<file path="src/design/mppt_pkg.sv">
// Package: widths, register indexes, bit positions and event codes of the pointer tracker.
`timescale 1ns / 1ps

package mppt_pkg;

  localparam int BYTE_W    = 8;
  localparam int COORD_W   = 16;
  localparam int DELTA_W   = 9;
  localparam int BTN_W     = 3;
  localparam int CFG_IDX_W = 1;
  localparam int CFG_W     = 16;

  // Sum of a coordinate and a 9-bit signed delta, with sign
  localparam int SUM_W     = COORD_W + 2;

  // Status byte bit positions
  localparam int SYNC_BIT   = 3;
  localparam int X_SIGN_BIT = 4;
  localparam int Y_SIGN_BIT = 5;

  localparam logic [CFG_IDX_W-1:0] REG_SCREEN_WIDTH  = 1'b0;
  localparam logic [CFG_IDX_W-1:0] REG_SCREEN_HEIGHT = 1'b1;

  localparam logic [COORD_W-1:0] WIDTH_RESET  = 16'd1024;
  localparam logic [COORD_W-1:0] HEIGHT_RESET = 16'd768;

  typedef enum logic [1:0] {
    EV_MOVE    = 2'd0,
    EV_CLICK   = 2'd1,
    EV_DRAG    = 2'd2,
    EV_RELEASE = 2'd3
  } event_kind_t;

  // Position within a 3-byte packet
  typedef enum logic [1:0] {
    PH_STATUS = 2'd0,
    PH_DX     = 2'd1,
    PH_DY     = 2'd2
  } pkt_phase_t;

endpackage

</file>
<file path="src/design/mppt_if.sv">
// Interfaces: controller byte channel and pointer event channel.
`timescale 1ns / 1ps

interface mppt_byte_if;
  logic                            valid;
  logic                            ready;
  logic [mppt_pkg::BYTE_W-1:0]     data_byte;
  logic                            from_aux;

  modport source (output valid, output data_byte, output from_aux, input ready);
  modport sink   (input valid, input data_byte, input from_aux, output ready);
endinterface

interface mppt_event_if;
  logic                            valid;
  logic                            ready;
  logic [mppt_pkg::COORD_W-1:0]    pointer_x_out;
  logic [mppt_pkg::COORD_W-1:0]    pointer_y_out;
  logic [1:0]                      event_kind;
  logic [mppt_pkg::BTN_W-1:0]      buttons_now;

  modport source (output valid, output pointer_x_out, output pointer_y_out,
                  output event_kind, output buttons_now, input ready);
  modport sink   (input valid, input pointer_x_out, input pointer_y_out,
                  input event_kind, input buttons_now, output ready);
endinterface

</file>
<file path="src/design/mouse_packet_pointer_tracker_top.sv">
// Top level: PS/2 mouse packet assembly, pointer tracking and event reporting.
`timescale 1ns / 1ps
//
//  Channel     Dir  Payload                                            Handshake
//  ----------  ---  -------------------------------------------------  ---------
//  byte_chan   in   data_byte[7:0], from_aux                           valid/ready
//  event_chan  out  pointer_x_out[15:0], pointer_y_out[15:0],          valid/ready
//                   event_kind[1:0], buttons_now[2:0]
//  wr_*        in   wr_index[0], wr_data[15:0] (0 width, 1 height)     wr_en only
//
//  One byte per cycle unless byte_chan stalls. A transfer on byte_chan lands in the input
//  register; when that register moves on, it updates the packet state and, on the third
//  byte of a packet, loads the result register, from which the result is offered.
//  Synchronous reset clears the packet phase, pointer, buttons and both valids, and
//  returns the sizes to 1024 x 768.
//  byte_chan stalls only when the input register holds a third byte while an untaken
//  result still sits in the result register; other bytes move on regardless.

module mouse_packet_pointer_tracker_top (
  input  logic                                clk,
  input  logic                                rst,
  mppt_byte_if.sink                           byte_chan,
  mppt_event_if.source                        event_chan,
  input  logic                                wr_en,
  input  logic [mppt_pkg::CFG_IDX_W-1:0]      wr_index,
  input  logic [mppt_pkg::CFG_W-1:0]          wr_data
);

  // Configuration
  logic [mppt_pkg::COORD_W-1:0] screen_width;
  logic [mppt_pkg::COORD_W-1:0] screen_height;

  // Input register
  logic                         s1_valid;
  logic [mppt_pkg::BYTE_W-1:0]  s1_byte;

  // Packet and pointer state
  mppt_pkg::pkt_phase_t         phase, phase_next;
  logic [mppt_pkg::BYTE_W-1:0]  status_byte;
  logic [mppt_pkg::BYTE_W-1:0]  delta_x_byte;
  logic [mppt_pkg::COORD_W-1:0] pointer_x;
  logic [mppt_pkg::COORD_W-1:0] pointer_y;
  logic [mppt_pkg::BTN_W-1:0]   prev_buttons;

  // Result register
  logic                         out_valid;
  logic [mppt_pkg::COORD_W-1:0] out_x;
  logic [mppt_pkg::COORD_W-1:0] out_y;
  mppt_pkg::event_kind_t        out_kind;
  logic [mppt_pkg::BTN_W-1:0]   out_btn;

  logic                         in_xfer;
  logic                         s1_last;    // input register holds a third byte
  logic                         advance;
  logic                         s1_go;
  logic                         emit;
  logic                         take_status;
  logic                         take_dx;
  logic [mppt_pkg::COORD_W-1:0] x_next;
  logic [mppt_pkg::COORD_W-1:0] y_next;
  logic [mppt_pkg::BTN_W-1:0]   btn_cur;
  mppt_pkg::event_kind_t        kind_next;

  // --- handshake --------------------------------------------------------------
  assign s1_last  = s1_valid && (phase == mppt_pkg::PH_DY);
  assign advance  = !(s1_last && out_valid && !event_chan.ready);
  assign s1_go    = s1_valid && advance;
  assign emit     = s1_go && (phase == mppt_pkg::PH_DY);
  assign in_xfer  = byte_chan.valid && advance;

  assign byte_chan.ready = advance;

  // --- configuration ----------------------------------------------------------
  always_ff @(posedge clk) begin
    if (rst) begin
      screen_width  <= mppt_pkg::WIDTH_RESET;
      screen_height <= mppt_pkg::HEIGHT_RESET;
    end else if (wr_en) begin
      case (wr_index)
        mppt_pkg::REG_SCREEN_WIDTH:  screen_width  <= wr_data;
        mppt_pkg::REG_SCREEN_HEIGHT: screen_height <= wr_data;
        default: ;
      endcase
    end
  end

  // --- input register: bytes not from the mouse are dropped here --------------
  always_ff @(posedge clk) begin
    if (rst) begin
      s1_valid <= 1'b0;
    end else if (advance) begin
      s1_valid <= in_xfer && byte_chan.from_aux;
    end
  end

  always_ff @(posedge clk) begin
    if (in_xfer) begin
      s1_byte <= byte_chan.data_byte;
    end
  end

  // --- packet phase -----------------------------------------------------------
  always_comb begin
    phase_next = phase;
    case (phase)
      mppt_pkg::PH_DX: phase_next = mppt_pkg::PH_DY;
      mppt_pkg::PH_DY: phase_next = mppt_pkg::PH_STATUS;
      default: begin
        // misaligned first byte (sync bit clear) is discarded
        phase_next = s1_byte[mppt_pkg::SYNC_BIT] ? mppt_pkg::PH_DX : mppt_pkg::PH_STATUS;
      end
    endcase
  end

  always_comb begin
    take_status = 1'b0;
    take_dx     = 1'b0;
    case (phase)
      mppt_pkg::PH_DX: take_dx = 1'b1;
      mppt_pkg::PH_DY: ;
      default:         take_status = s1_byte[mppt_pkg::SYNC_BIT];
    endcase
  end

  always_ff @(posedge clk) begin
    if (rst) begin
      phase <= mppt_pkg::PH_STATUS;
    end else if (s1_go) begin
      phase <= phase_next;
    end
  end

  always_ff @(posedge clk) begin
    if (s1_go && take_status) begin
      status_byte <= s1_byte;
    end
    if (s1_go && take_dx) begin
      delta_x_byte <= s1_byte;
    end
  end

  // --- pointer update ---------------------------------------------------------
  // deltas are 9-bit signed: sign from the status byte, low byte from the packet
  mppt_axis_clamp u_clamp_x (
    .pos      (pointer_x),
    .delta    ({status_byte[mppt_pkg::X_SIGN_BIT], delta_x_byte}),
    .subtract (1'b0),
    .size     (screen_width),
    .coord    (x_next)
  );

  // screen y grows downwards, mouse y upwards
  mppt_axis_clamp u_clamp_y (
    .pos      (pointer_y),
    .delta    ({status_byte[mppt_pkg::Y_SIGN_BIT], s1_byte}),
    .subtract (1'b1),
    .size     (screen_height),
    .coord    (y_next)
  );

  assign btn_cur = status_byte[mppt_pkg::BTN_W-1:0];

  // held now: drag if held before, else click; none now: release if held before
  always_comb begin
    if (btn_cur != '0) begin
      kind_next = (prev_buttons != '0) ? mppt_pkg::EV_DRAG : mppt_pkg::EV_CLICK;
    end else begin
      kind_next = (prev_buttons != '0) ? mppt_pkg::EV_RELEASE : mppt_pkg::EV_MOVE;
    end
  end

  always_ff @(posedge clk) begin
    if (rst) begin
      pointer_x    <= '0;
      pointer_y    <= '0;
      prev_buttons <= '0;
    end else if (emit) begin
      pointer_x    <= x_next;
      pointer_y    <= y_next;
      prev_buttons <= btn_cur;
    end
  end

  // --- result register --------------------------------------------------------
  always_ff @(posedge clk) begin
    if (rst) begin
      out_valid <= 1'b0;
    end else if (emit) begin
      out_valid <= 1'b1;
    end else if (event_chan.ready) begin
      out_valid <= 1'b0;
    end
  end

  always_ff @(posedge clk) begin
    if (emit) begin
      out_x    <= x_next;
      out_y    <= y_next;
      out_kind <= kind_next;
      out_btn  <= btn_cur;
    end
  end

  assign event_chan.valid         = out_valid;
  assign event_chan.pointer_x_out = out_x;
  assign event_chan.pointer_y_out = out_y;
  assign event_chan.event_kind    = out_kind;
  assign event_chan.buttons_now   = out_btn;

endmodule

</file>
<file path="src/design/mppt_axis_clamp.sv">
// One pointer axis: apply a signed delta and clamp to 1..size-1.
`timescale 1ns / 1ps

module mppt_axis_clamp (
  input  logic [mppt_pkg::COORD_W-1:0] pos,
  input  logic [mppt_pkg::DELTA_W-1:0] delta,
  input  logic                         subtract,
  input  logic [mppt_pkg::COORD_W-1:0] size,
  output logic [mppt_pkg::COORD_W-1:0] coord
);

  localparam int PadPos = mppt_pkg::SUM_W - mppt_pkg::COORD_W;
  localparam int PadDel = mppt_pkg::SUM_W - mppt_pkg::DELTA_W;

  logic signed [mppt_pkg::SUM_W-1:0] pos_s;
  logic signed [mppt_pkg::SUM_W-1:0] delta_s;
  logic signed [mppt_pkg::SUM_W-1:0] sum;
  logic signed [mppt_pkg::SUM_W-1:0] upper;
  logic signed [mppt_pkg::SUM_W-1:0] low_fixed;
  logic signed [mppt_pkg::SUM_W-1:0] clamped;

  always_comb begin
    pos_s   = $signed({{PadPos{1'b0}}, pos});
    delta_s = $signed({{PadDel{delta[mppt_pkg::DELTA_W-1]}}, delta});
    sum     = subtract ? (pos_s - delta_s) : (pos_s + delta_s);
    upper   = $signed({{PadPos{1'b0}}, size}) - mppt_pkg::SUM_W'(1);
    // lower bound first; the upper bound wins on conflict (size below two)
    low_fixed = (sum < mppt_pkg::SUM_W'(1)) ? mppt_pkg::SUM_W'(1) : sum;
    clamped   = (low_fixed > upper) ? upper : low_fixed;
    coord     = clamped[mppt_pkg::COORD_W-1:0];
  end

endmodule
</file>
<file path="src/flat_wrapper.sv">
// flat-port wrapper written by rule: the top's interface ports become plain ports
module mouse_packet_pointer_tracker_top_flat 
  (clk, rst, wr_en, wr_index, wr_data, byte_chan_valid, byte_chan_data_byte, byte_chan_from_aux, byte_chan_ready, event_chan_valid, event_chan_pointer_x_out, event_chan_pointer_y_out, event_chan_event_kind, event_chan_buttons_now, event_chan_ready);
  mppt_byte_if byte_chan_i ();
  mppt_event_if event_chan_i ();
  input  logic clk;
  input  logic rst;
  input  logic wr_en;
  input  logic [mppt_pkg::CFG_IDX_W-1:0] wr_index;
  input  logic [mppt_pkg::CFG_W-1:0] wr_data;
  input wire logic [$bits(byte_chan_i.valid)-1:0] byte_chan_valid;
  input wire logic [$bits(byte_chan_i.data_byte)-1:0] byte_chan_data_byte;
  input wire logic [$bits(byte_chan_i.from_aux)-1:0] byte_chan_from_aux;
  output wire logic [$bits(byte_chan_i.ready)-1:0] byte_chan_ready;
  output wire logic [$bits(event_chan_i.valid)-1:0] event_chan_valid;
  output wire logic [$bits(event_chan_i.pointer_x_out)-1:0] event_chan_pointer_x_out;
  output wire logic [$bits(event_chan_i.pointer_y_out)-1:0] event_chan_pointer_y_out;
  output wire logic [$bits(event_chan_i.event_kind)-1:0] event_chan_event_kind;
  output wire logic [$bits(event_chan_i.buttons_now)-1:0] event_chan_buttons_now;
  input wire logic [$bits(event_chan_i.ready)-1:0] event_chan_ready;
  assign byte_chan_i.valid = byte_chan_valid;
  assign byte_chan_i.data_byte = byte_chan_data_byte;
  assign byte_chan_i.from_aux = byte_chan_from_aux;
  assign byte_chan_ready = byte_chan_i.ready;
  assign event_chan_valid = event_chan_i.valid;
  assign event_chan_pointer_x_out = event_chan_i.pointer_x_out;
  assign event_chan_pointer_y_out = event_chan_i.pointer_y_out;
  assign event_chan_event_kind = event_chan_i.event_kind;
  assign event_chan_buttons_now = event_chan_i.buttons_now;
  assign event_chan_i.ready = event_chan_ready;
  mouse_packet_pointer_tracker_top u_core (.clk(clk), .rst(rst), .byte_chan(byte_chan_i), .event_chan(event_chan_i), .wr_en(wr_en), .wr_index(wr_index), .wr_data(wr_data));
endmodule
</file>
<file path="config.mk">
export PLATFORM = sky130hd
export DESIGN_NAME = mouse_packet_pointer_tracker_top_flat
export DESIGN_NICKNAME = d
export VERILOG_FILES = /design/src/design/mppt_pkg.sv /design/src/design/mppt_if.sv /design/src/design/mouse_packet_pointer_tracker_top.sv /design/src/design/mppt_axis_clamp.sv /design/src/flat_wrapper.sv
export SDC_FILE = /design/constraint.sdc
export NUM_CORES = 1
export LEC_CHECK = 0
export BUFFER_PORTS_ARGS = -buffer_cell sky130_fd_sc_hd__buf_2
export CORE_ASPECT_RATIO = 0.8
export CORE_MARGIN = 2
export CORE_UTILIZATION = 45
export CTS_CLUSTER_SIZE = 40
export DETAILED_ROUTE_END_ITERATION = 8
export PLACE_DENSITY_LB_ADDON = 0.1
export SLEW_MARGIN = 20
export SYNTH_ARGS = -nofsm -noshare
export SYNTH_HDL_FRONTEND = slang
export SYNTH_SLANG_ARGS = --single-unit
</file>
<file path="constraint.sdc">
create_clock -name clk -period 9.23 [get_ports clk]
set_clock_uncertainty 0.1 [all_clocks]
set_input_delay 0.4615 -clock clk [delete_from_list [all_inputs] [get_ports clk]]
set_output_delay 0.4615 -clock clk [all_outputs]
set_load 0.01 [all_outputs]
</file>
==> impl_metrics.toml, run 1 <==
[run_status]
status = "finished clean"

[worst_setup_path]
cp_max_fo = 14
endpoint_kind = "register"
required_ns = 9.41
reg2regPathDepth = 25
start_kind = "register"
cp_common_cell = "ha_1"
critPathSlowestCell = "a22oi_1"
reg2reg_from = "u_core.status_byte[4]$_DFFE_PP_"
cp-endpoint = "u_core.pointer_x[2]$_SDFFE_PP0P_"
timing.critical_path.from = "u_core.status_byte[4]$_DFFE_PP_"
reg2reg_to = "u_core.pointer_x[2]$_SDFFE_PP0P_"
crit_family = "compound AO/OA/AOI/OAI gates"
cp_num_cells = 25
crit_buf_inv = 3
reg2reg_slack_ns = 2.35
cp_data_arrival_time_ns = 7.07
cp_slowest_stage_delay_ns = 0.67
worstSetupPathType = "reg2reg"

[global_routing]
grt_start_max_net_pins = 56
grt_pass1_wl_mm = 34.2
antenna_found_initial = 0
gr-usage-all-layers_pct = 22.7
grt-ovfl-total = 0
grt_pass1_vias = 6316

[worst_hold_path]
hold_path_depth = 1
hold_path_class = "in2reg"
hp-start = "byte_chan_data_byte[5]"

[floorplan]
initial_core_util_pct = 46.5
io_pins = 70
dieWidth_um = 154
die-area_um2 = 19200
core_um2 = 17500
die_h_um = 124
rows = 43

[layout]
diodes = 0
n_fill_cell = 1644
nets = 1097
multi_input_comb_area_um2 = 4630
layout-drive-gt1-share_pct = 13.3
area_growth_pct = 14.0
postLayoutCellArea_um2 = 9300
regArea_um2 = 3160

[job]
cap_violations = 0

[placement]
hpwl_mm = 15.7
place_area_um2 = 8680
io_buffer_count = 69
place.gp.congestion = 0.904

[timing]
rsz0062_at_grt = "false"
slew_violations = 0
max_clock_freq_mhz = 145
post-route-min-period_ns = 6.88
holdWs_ns = 0.120
relSlewSlack_pct = 41.1
finalSetupTns_ns = 0
post-route-period-util_pct = 74.6
setup_viol = 0
timing.final.hold_violations = 0
worstMarginPinSlew_ns = 0.884

[detailed_routing]
first_iter_violations = 540
drc = 0
wirelength_mm = 21.3
top_layer_used = "met4"
dr.pass1.iters = 5
wire_per_inst_um = 17.3
viasPerCell = 5.57
dr_wl_met2_mm = 8.16
ant_nets = 0
drt-met1-wl_mm = 11.7
vias = 6823
met3_length_mm = 1.22

[yosys]
async_reset_ff_share_pct = 0
synth_nets = 1040
syn_avg_cell_area_um2 = 8.76
synth_top_area_share_pct = 21.4
yosys.cell_count.top_type = "nand2_1"
synth_cell_types = 66
synth_area_leaders = "edfxtp_1, dfxtp_1, ha_1"
synth_area_leader_cell = "edfxtp_1"
yosysWarnings = 0
synth-seq-cells = 129
postSynthCellCount = 931
synth_flop_cell = "dfxtp_1"
syn_area_um2 = 8150
synth_edf_count = 58
synth_top_cells_by_count = "nand2_1, nor2_1, a21oi_1"
synth-seq-area-share_pct = 38.8

[cts]
clkTransAtPathRegs_ns = 0.06
cts-htree-levels = 4
postCtsHoldBufs = 0
cts_buffer_depth = 2
cts_root_buffer = "clkbuf_16"
cts_made_buffers = 17
cts_tree = "built"
insertion_delay_ns = 0.43
postCtsResizedCells = 0
post_cts_buffers = 0
numClockSinks = 129

[pwr]
power.leakage_nw = 4.01
power_density_nw_per_um2 = 163
ir_drop_uv = 99.8
==> registers in the layout (all words and copies together) (netlist names), 2 cells and up <==
name and cells:
u_core.delta_x_byte 8, u_core.event_chan.buttons_now 3, u_core.event_chan.event_kind 2, u_core.event_chan.pointer_x_out 16, u_core.event_chan.pointer_y_out 16, u_core.phase 2
u_core.pointer_x 16, u_core.pointer_y 16, u_core.prev_buttons 3, u_core.s1_byte 8, u_core.screen_height 16, u_core.screen_width 16
u_core.status_byte 5
==> worst register-to-register path, delay by kind of cell, from the launching register on <==
kind / cells / cell delay [ns]
xor+xnor: 1 / 0.28
simple gates: 9 / 1.06
fa+ha+maj: 3 / 1.24
buf+inv: 3 / 0.75
flops: 1 / 0.62
mux: 1 / 0.39
compound gates: 8 / 2.30
==> worst min path at each step <==
| stage | end | slack, ns |
|---|---|---|
| global placement | u_core.prev_buttons[2]$_SDFFE_PP0P_ | 0.34 |
| finish | u_core.s1_byte[5]$_DFFE_PP_ | 0.12 |
| detailed placement | u_core.prev_buttons[1]$_SDFFE_PP0P_ | 0.35 |
| global route | u_core.s1_byte[6]$_DFFE_PP_ | 0.11 |
| floorplan | u_core.delta_x_byte[6]$_DFFE_PP_ | 0.33 |
| CTS | u_core.s1_byte[6]$_DFFE_PP_ | 0.10 |
==> where the power goes <==
| part | internal, mW | switching [mW] | total (mW) |
|---|---|---|---|
| registers | 0.611 | 0.0121 | 0.623 |
| logic | 0.0692 | 0.113 | 0.182 |
| clock network | 0.440 | 0.272 | 0.712 |
==> layer usage <==
layer  GRT usage [%]  up-vias
met5               0        -
met4            6.26        0
met3            4.45       17
met2            29.3      194
met1            37.1     3155
li1                -     3457
==> cells by family (layout without fill, tap and decap cells) <==
family,count (synthesis),count (layout),synth area share (%)
buf+inv,97,167,4.47
xor+xnor,42,42,4.51
fa+ha+maj,78,78,12.2
simple gates,342,342,19.8
mux,21,21,2.72
compound gates,222,222,17.6
flops,129,129,38.8
==> final cells by class <==
| type | instances | share of cell area [%] |
|---|---|---|
| multi-input combinational | 705 | 49.8 |
| sequential | 129 | 34.0 |
| clock buffer | 20 | 4.91 |
| timing repair buffer | 74 | 4.12 |
| tap | 225 | 3.03 |
| inverter | 61 | 2.46 |
| clock inverter | 12 | 1.68 |
==> metrics by stage <==
step                power (mW)  setup WS [ns]  util [%]  std cells
detailed placement       0.814           2.47      49.5       1194
global placement         0.814           2.61      49.5       1194
finish                    1.52           2.35      53.0       1226
CTS                       1.53           2.44      53.0       1226
floorplan                0.758           3.64         -        931
global route              1.57           1.72      53.0       1226
==> layout by cell type (no fill, tap or decap), types with 7 or more instances in the layout <==
| cell | synthesis | routed |
|---|---|---|
| a211oi_1 | 11 | 11 |
| a21o_1 | 23 | 23 |
| a21oi_1 | 84 | 84 |
| and2_1 | 14 | 14 |
| and3_1 | 7 | 7 |
| buf_2 | 0 | 69 |
| clkbuf_16 | 0 | 17 |
| dfxtp_1 | 71 | 71 |
| edfxtp_1 | 58 | 58 |
| ha_1 | 76 | 76 |
| inv_1 | 60 | 60 |
| mux2_2 | 9 | 9 |
| mux2i_1 | 12 | 12 |
| nand2_1 | 114 | 114 |
| nand2b_1 | 7 | 7 |
| nand3_1 | 19 | 19 |
| nand4_1 | 12 | 12 |
| nor2_1 | 92 | 92 |
| nor2b_1 | 11 | 10 |
| nor3_1 | 28 | 28 |
| nor4_1 | 9 | 9 |
| o21a_1 | 12 | 12 |
| o21ai_0 | 37 | 37 |
| or4_1 | 8 | 8 |
| xnor2_1 | 19 | 19 |
| xor2_1 | 23 | 23 |
No activity file was read; power rests on OpenSTA's default activity.
==> run 2: changes to the inputs <==
--- a/config.mk
+++ b/config.mk
@@ -5,6 +5,7 @@
 export SDC_FILE = /design/constraint.sdc
 export NUM_CORES = 1
 export LEC_CHECK = 0
+export ABC_AREA = 1
 export BUFFER_PORTS_ARGS = -buffer_cell sky130_fd_sc_hd__buf_2
 export CORE_ASPECT_RATIO = 0.8
 export CORE_MARGIN = 2
==> constraint.sdc (replaced) <==
create_clock -name clk -period 6.3 [get_ports clk]
set_clock_uncertainty 0.1 [all_clocks]
set_input_delay 0.315 -clock clk [delete_from_list [all_inputs] [get_ports clk]]
set_output_delay 0.315 -clock clk [all_outputs]
set_load 0.01 [all_outputs]
==> run 2 against run 1 <==
Utilization down 0.94 points. Register-to-register slack got worse by 1.1 ns. Worst setup slack got worse by 1.1 ns. Power increased by 54%. Critical path depth increased by 4. Worst hold slack worse by 0.086 ns. Area after synthesis is 12% higher. Count of clock-buffer cells in the layout did not move. Cell area is 11% higher. Sequential share of layout area is 3.4 points lower. Flip-flop and latch count unchanged. Largest power group unchanged.
==> impl_metrics.toml, run 2 <==
[yosys]
synth_top_area_share_pct = 19.1
postSynthCellCount = 1293
yosys.cell_count.top_type = "nand2_1"
syn_area_um2 = 9130
synth_cell_types = 46
synth_edf_count = 58
synth-seq-area-share_pct = 34.6
synth_top_cells_by_count = "nand2_1, nor2_1, inv_1"
yosysWarnings = 0
synth_area_leader_cell = "edfxtp_1"
async_reset_ff_share_pct = 0
synth_area_leaders = "edfxtp_1, dfxtp_1, nand2_1"
synth-seq-cells = 129
syn_avg_cell_area_um2 = 7.06
synth_flop_cell = "dfxtp_1"
synth_nets = 1402

[job]
cap_violations = 0

[detailed_routing]
vias = 8135
drc = 0
first_iter_violations = 717
wirelength_mm = 24.1
wire_per_inst_um = 14.7
viasPerCell = 4.97
ant_nets = 0
dr.pass1.iters = 5

[layout]
postLayoutCellArea_um2 = 10300
multi_input_comb_area_um2 = 5020
diodes = 0
layout-drive-gt1-share_pct = 10.8
mostFrequentLayoutCells = "nand2_1, nor2_1, inv_1"
regArea_um2 = 3160
final_common_cell = "nand2_1"
nets = 1470
area_growth_pct = 13.2
n_fill_cell = 2013

[placement]
io_buffer_count = 69
place_area_um2 = 9620
hpwl_mm = 18.5
place.gp.congestion = 0.854

[timing]
rsz0062_at_grt = "false"
worstMarginPinSlew_ns = 0.994
relSlewSlack_pct = 33.7
setup_viol = 0
post-route-min-period_ns = 5.05
max_clock_freq_mhz = 198
slew_violations = 0
post-route-period-util_pct = 80.1
finalSetupTns_ns = 0
timing.final.hold_violations = 0

[global_routing]
gr-usage-all-layers_pct = 23.0
grt_start_max_net_pins = 88
grt-ovfl-total = 0
antenna_found_initial = 0
grt_pass1_wl_mm = 38.4
grt_pass1_vias = 7319

[floorplan]
core_um2 = 19900
die_h_um = 131
rows = 46
die-area_um2 = 21500
initial_core_util_pct = 46.0
dieWidth_um = 163
io_pins = 70

[run_status]
status = "finished clean"

[worst_setup_path]
timing.critical_path.from = "u_core.s1_byte[0]$_DFFE_PP_"
cp_common_cell = "nand2_1"
endpoint_kind = "register"
cp_max_fo = 17
worstSetupPathType = "reg2reg"
cp_data_arrival_time_ns = 5.27
required_ns = 6.53
start_kind = "register"
reg2reg_from = "u_core.s1_byte[0]$_DFFE_PP_"
critPathSlowestCell = "edfxtp_1"
cp_slowest_stage_delay_ns = 0.47

[cts]
insertion_delay_ns = 0.43
cts_tree = "built"
clkTransAtPathRegs_ns = 0.06
cts_root_buffer = "clkbuf_16"
cts_buffer_depth = 2
cts-htree-levels = 4
numClockSinks = 129
cts_made_buffers = 17

[pwr]
power_density_nw_per_um2 = 225
ir_drop_uv = 196
power.leakage_nw = 5.28

[worst_hold_path]
hp-start = "wr_data[9]"
hold_path_class = "in2reg"
run 2: cell count changes in the layout (fill, tap and decap cells not counted), sizes merged, moves of 11 or more:
cell / before / now
mux2i: 12 / 0
nand2: 114 / 340
nand4: 12 / 40
inv: 63 / 200
and2: 14 / 3
a21o: 23 / 2
nor3: 28 / 15
nor2b: 11 / 0
a21oi: 85 / 61
nand3: 19 / 85
nor2: 92 / 212
run 2: path summary, 6_finish.rpt:
path / end / slack (ns) / depth (start not counted)
max: u_core.pointer_y[10]$_SDFFE_PP0P_ / 1.25 / 29
min: u_core.screen_height[9]$_SDFFE_PP1P_ / 0.03 / 3
min reg2reg: u_core.phase[1]$_SDFFE_PP0P_ / 0.39 / 2
max reg2reg: u_core.pointer_y[10]$_SDFFE_PP0P_ / 1.25 / 29
run 2: layout make-up:
type / count / share of cell area [%]
Tap cell: 264 / 3.19
Sequential cell: 129 / 30.6
Multi-Input combinational cell: 935 / 48.6
Clock buffer: 20 / 4.42
Clock inverter: 12 / 1.73
Inverter: 199 / 7.22
Timing Repair Buffer: 79 / 4.26
run 2: worst max-delay path, delay by kind of cell (launching register included):
family | cells | cell delay [ns]
flip-flops | 1 | 0.47
buffers and inverters | 2 | 0.13
AO/OA/AOI/OAI | 1 | 0.14
AND/OR/NAND/NOR | 22 | 2.69
adder cells (fa/ha/maj) | 4 | 1.41
run 2: timing repair:
action	4_1_cts	5_1_grt
setup buffers	0	0
resized for setup	0	0
hold buffers	8	0
endpoints found under the hold margin	8	0
run 2: power breakdown:
part           switching (mW)  leakage (nW)  internal, mW
sequential             0.0179          1.11         0.898
combinational           0.216          3.86         0.109
clock                   0.402         0.305         0.685
run 2: layer usage:
layer / up-vias / global-route usage (%) / part of all wire (%)
li1: 4276 / - / -
met3: 17 / 4.07 / 5.0
met4: 0 / 4.52 / 1.0
met5: - / 0 / 0
met1: 3650 / 37.3 / 55
met2: 192 / 31.1 / 39
run 2: logic make-up (layout without fill, tap and decap cells):
family | Yosys count | after routing | share of synthesized area, %
flip-flops | 129 | 129 | 34.6
AND/OR/NAND/NOR | 711 | 711 | 34.5
buffers and inverters | 229 | 310 | 10.4
XOR/XNOR | 33 | 33 | 3.16
AO/OA/AOI/OAI | 113 | 113 | 6.51
adder cells (fa/ha/maj) | 78 | 78 | 10.8
run 2: per-stage QoR:
step	hold slack, ns	setup WS [ns]	util, %	total power, mW	std cells
after CTS	0.0225	1.27	52.1	2.34	1638
after floorplan	0.314	2.06	-	1.18	1293
after global routing	0.0396	0.775	52.1	2.43	1638
final	0.0342	1.25	52.1	2.33	1638
after global placement	0.369	1.31	48.5	1.25	1598
after detailed placement	0.383	1.28	48.5	1.25	1598
==> run 3: changes to the inputs <==
--- a/config.mk
+++ b/config.mk
@@ -5,7 +5,7 @@
 export SDC_FILE = /design/constraint.sdc
 export NUM_CORES = 1
 export LEC_CHECK = 0
-export ABC_AREA = 1
+export ABC_AREA = 0
 export BUFFER_PORTS_ARGS = -buffer_cell sky130_fd_sc_hd__buf_2
 export CORE_ASPECT_RATIO = 0.8
 export CORE_MARGIN = 2
==> constraint.sdc (replaced) <==
create_clock -name clk -period 4.9 [get_ports clk]
set_clock_uncertainty 0.1 [all_clocks]
set_input_delay 0.245 -clock clk [delete_from_list [all_inputs] [get_ports clk]]
set_output_delay 0.245 -clock clk [all_outputs]
set_load 0.01 [all_outputs]
==> run 3 against run 2 <==
The flow now finishes with violations (negative setup slack). Largest power group unchanged. Cell area grew 17%. First-iteration DRC count shrank 18%. Critical path type unchanged. Via count shrank 0.55%. Flip-flop and latch count is the same. Die area shrank 10%. Combinational power grew 78%. Sequential power grew 28%. Cell count shrank 9.6%. Clock power grew 17%. Wire length grew 8.0%. Critical path depth grew 13. Count of clock-buffer cells in the layout is the same.
==> impl_metrics.toml, run 3 (synthesis gave the netlist of run 1 again) <==
[run_status]
violations = "negative setup slack"
status = "finished with violations"

[worst_hold_path]
hold_path_class = "in2reg"
hold_path_depth = 3
hp-start = "event_chan_ready"
hold_path_end = "u_core.event_chan.valid$_SDFFE_PP0P_"

[worst_setup_path]
cp_common_cell = "buf_4"
cp_max_fo = 2
reg2reg_to = "u_core.pointer_y[0]$_SDFFE_PP0P_"
endpoint_kind = "register"
reg2reg_slack_ns = -0.71
reg2regPathDepth = 42
cp_slowest_stage_delay_ns = 0.32
required_ns = 5.13
worstSetupPathType = "reg2reg"
start_kind = "register"
reg2reg_from = "u_core.pointer_y[0]$_SDFFE_PP0P_"
critPathSlowestCell = "dfxtp_2"
cp_data_arrival_time_ns = 5.83

[placement]
place_area_um2 = 10100
io_buffer_count = 69
pre_cts_slack_ns = -0.743
place.gp.congestion = 0.919
hpwl_mm = 17.4

[global_routing]
grt_pass1_vias = 7715
grt_pass1_wl_mm = 40.6
grt-ovfl-total = 0
grt_start_max_net_pins = 56
antenna_found_initial = 0
gr-usage-all-layers_pct = 27.0

[job]
cap_violations = 0

[timing]
fin_ws_ns = -0.706
timing.final.hold_violations = 0
rsz0062_at_grt = "true"
post-route-period-util_pct = 114
worstMarginPinSlew_ns = 0.877
relSlewSlack_pct = 41.4
slew_violations = 0
setup_viol = 64
post-route-min-period_ns = 5.61
max_clock_freq_mhz = 178

[floorplan]
io_pins = 70
dieWidth_um = 154
initial_core_util_pct = 46.5
rows = 43
die_h_um = 124
die-area_um2 = 19200
core_um2 = 17500

[layout]
final_common_cell = "buf_4"
area_growth_pct = 48.6
regArea_um2 = 3170
mostFrequentLayoutCells = "buf_4, nand2_1, a21oi_1"
diodes = 0
postLayoutCellArea_um2 = 12100
multi_input_comb_area_um2 = 5330
post-route-util_pct = 69.1
layout-drive-gt1-share_pct = 36.9
n_fill_cell = 1374
nets = 1351

[cts]
numClockSinks = 129
cts_made_buffers = 17
cts_tree = "built"
cts_root_buffer = "clkbuf_16"
cts_buffer_depth = 2
cts-htree-levels = 4
clkTransAtPathRegs_ns = 0.06
insertion_delay_ns = 0.43

[detailed_routing]
drc = 0
ant_nets = 0
wirelength_mm = 26.0
wire_per_inst_um = 17.6
dr.pass1.iters = 5
first_iter_violations = 591
viasPerCell = 5.47
vias = 8090

[pwr]
ir_drop_uv = 213
power_density_nw_per_um2 = 249
power.leakage_nw = 5.35
## run 3: cell count changes in the layout (fill, tap and decap cells not counted), moves of 14 or more
| cell | previous run | this run |
|---|---|---|
| dlygate4sd3_1 | 8 | 26 |
| nand3_1 | 79 | 15 |
| nand2_2 | 23 | 3 |
| nand4_1 | 39 | 12 |
| inv_1 | 196 | 55 |
| a21oi_1 | 60 | 74 |
| a21o_1 | 2 | 23 |
| nor2_1 | 208 | 73 |
| buf_4 | 2 | 205 |
| nand2_1 | 315 | 111 |
| buf_6 | 0 | 22 |
## run 3: worst max-delay path, delay by kind of cell, from the launching register on
family | cells | cell delay [ns]
DFF | 1 | 0.32
AOI/OAI and AO/OA | 1 | 0.18
buffers and inverters | 41 | 4.94
## run 3: through the flow
stage | setup TNS, ns | cells | hold slack (ns) | power [mW]
after floorplan | -7.67 | 931 | 0.244 | 1.45
after global placement | -29.43 | 1359 | 0.322 | 1.60
after detailed placement | -35.44 | 1359 | 0.323 | 1.60
after CTS | -26.52 | 1470 | 0.00872 | 2.97
after global routing | -46.97 | 1480 | 0.0497 | 3.13
final | -32.95 | 1480 | 0.0391 | 3.02
## run 3: power breakdown
| group | total [mW] | leakage [nW] | switching [mW] | internal [mW] |
|---|---|---|---|---|
| Combinational | 0.577 | 3.95 | 0.295 | 0.282 |
| Sequential | 1.17 | 1.11 | 0.0210 | 1.15 |
| Clock | 1.27 | 0.289 | 0.521 | 0.753 |
## run 3: worst max path at each step
stage | startpoint | end | slack, ns
after floorplan | u_core.s1_byte[0]$_DFFE_PP_ | u_core.event_chan.pointer_y_out[5]$_DFFE_PP_ | -0.31
after global placement | u_core.pointer_x[0]$_SDFFE_PP0P_ | u_core.pointer_x[1]$_SDFFE_PP0P_ | -0.59
after detailed placement | u_core.s1_byte[0]$_DFFE_PP_ | u_core.pointer_y[10]$_SDFFE_PP0P_ | -0.74
after CTS | u_core.pointer_y[0]$_SDFFE_PP0P_ | u_core.pointer_y[1]$_SDFFE_PP0P_ | -0.59
after global routing | u_core.s1_byte[0]$_DFFE_PP_ | u_core.pointer_y[14]$_SDFFE_PP0P_ | -0.92
final | u_core.pointer_y[0]$_SDFFE_PP0P_ | u_core.pointer_y[0]$_SDFFE_PP0P_ | -0.71
## run 3: what timing repair did
action                                  4_1_cts  5_1_grt
endpoints found under the setup margin       64       64
pin swaps                                    31       21
cloned                                        1        0
hold buffers                                 26        0
buffers inserted                             56       11
hold endpoints to repair                     41        0
resized for setup                            94       58
## run 3: cell type report
type | count | area share (%)
Clock buffer | 20 | 3.86
Multi-Input combinational cell | 705 | 44.0
Inverter | 61 | 1.91
Sequential cell | 129 | 26.1
Clock inverter | 12 | 1.01
Tap cell | 225 | 2.32
Timing Repair Buffer | 328 | 20.8
## run 3: layer usage
layer	GRT usage [%]	part of all wire, %	up-vias
met2	40.8	44	282
met5	0	0	-
met3	6.65	7.1	22
li1	-	-	3965
met1	39.1	47	3821
met4	6.10	1.2	0
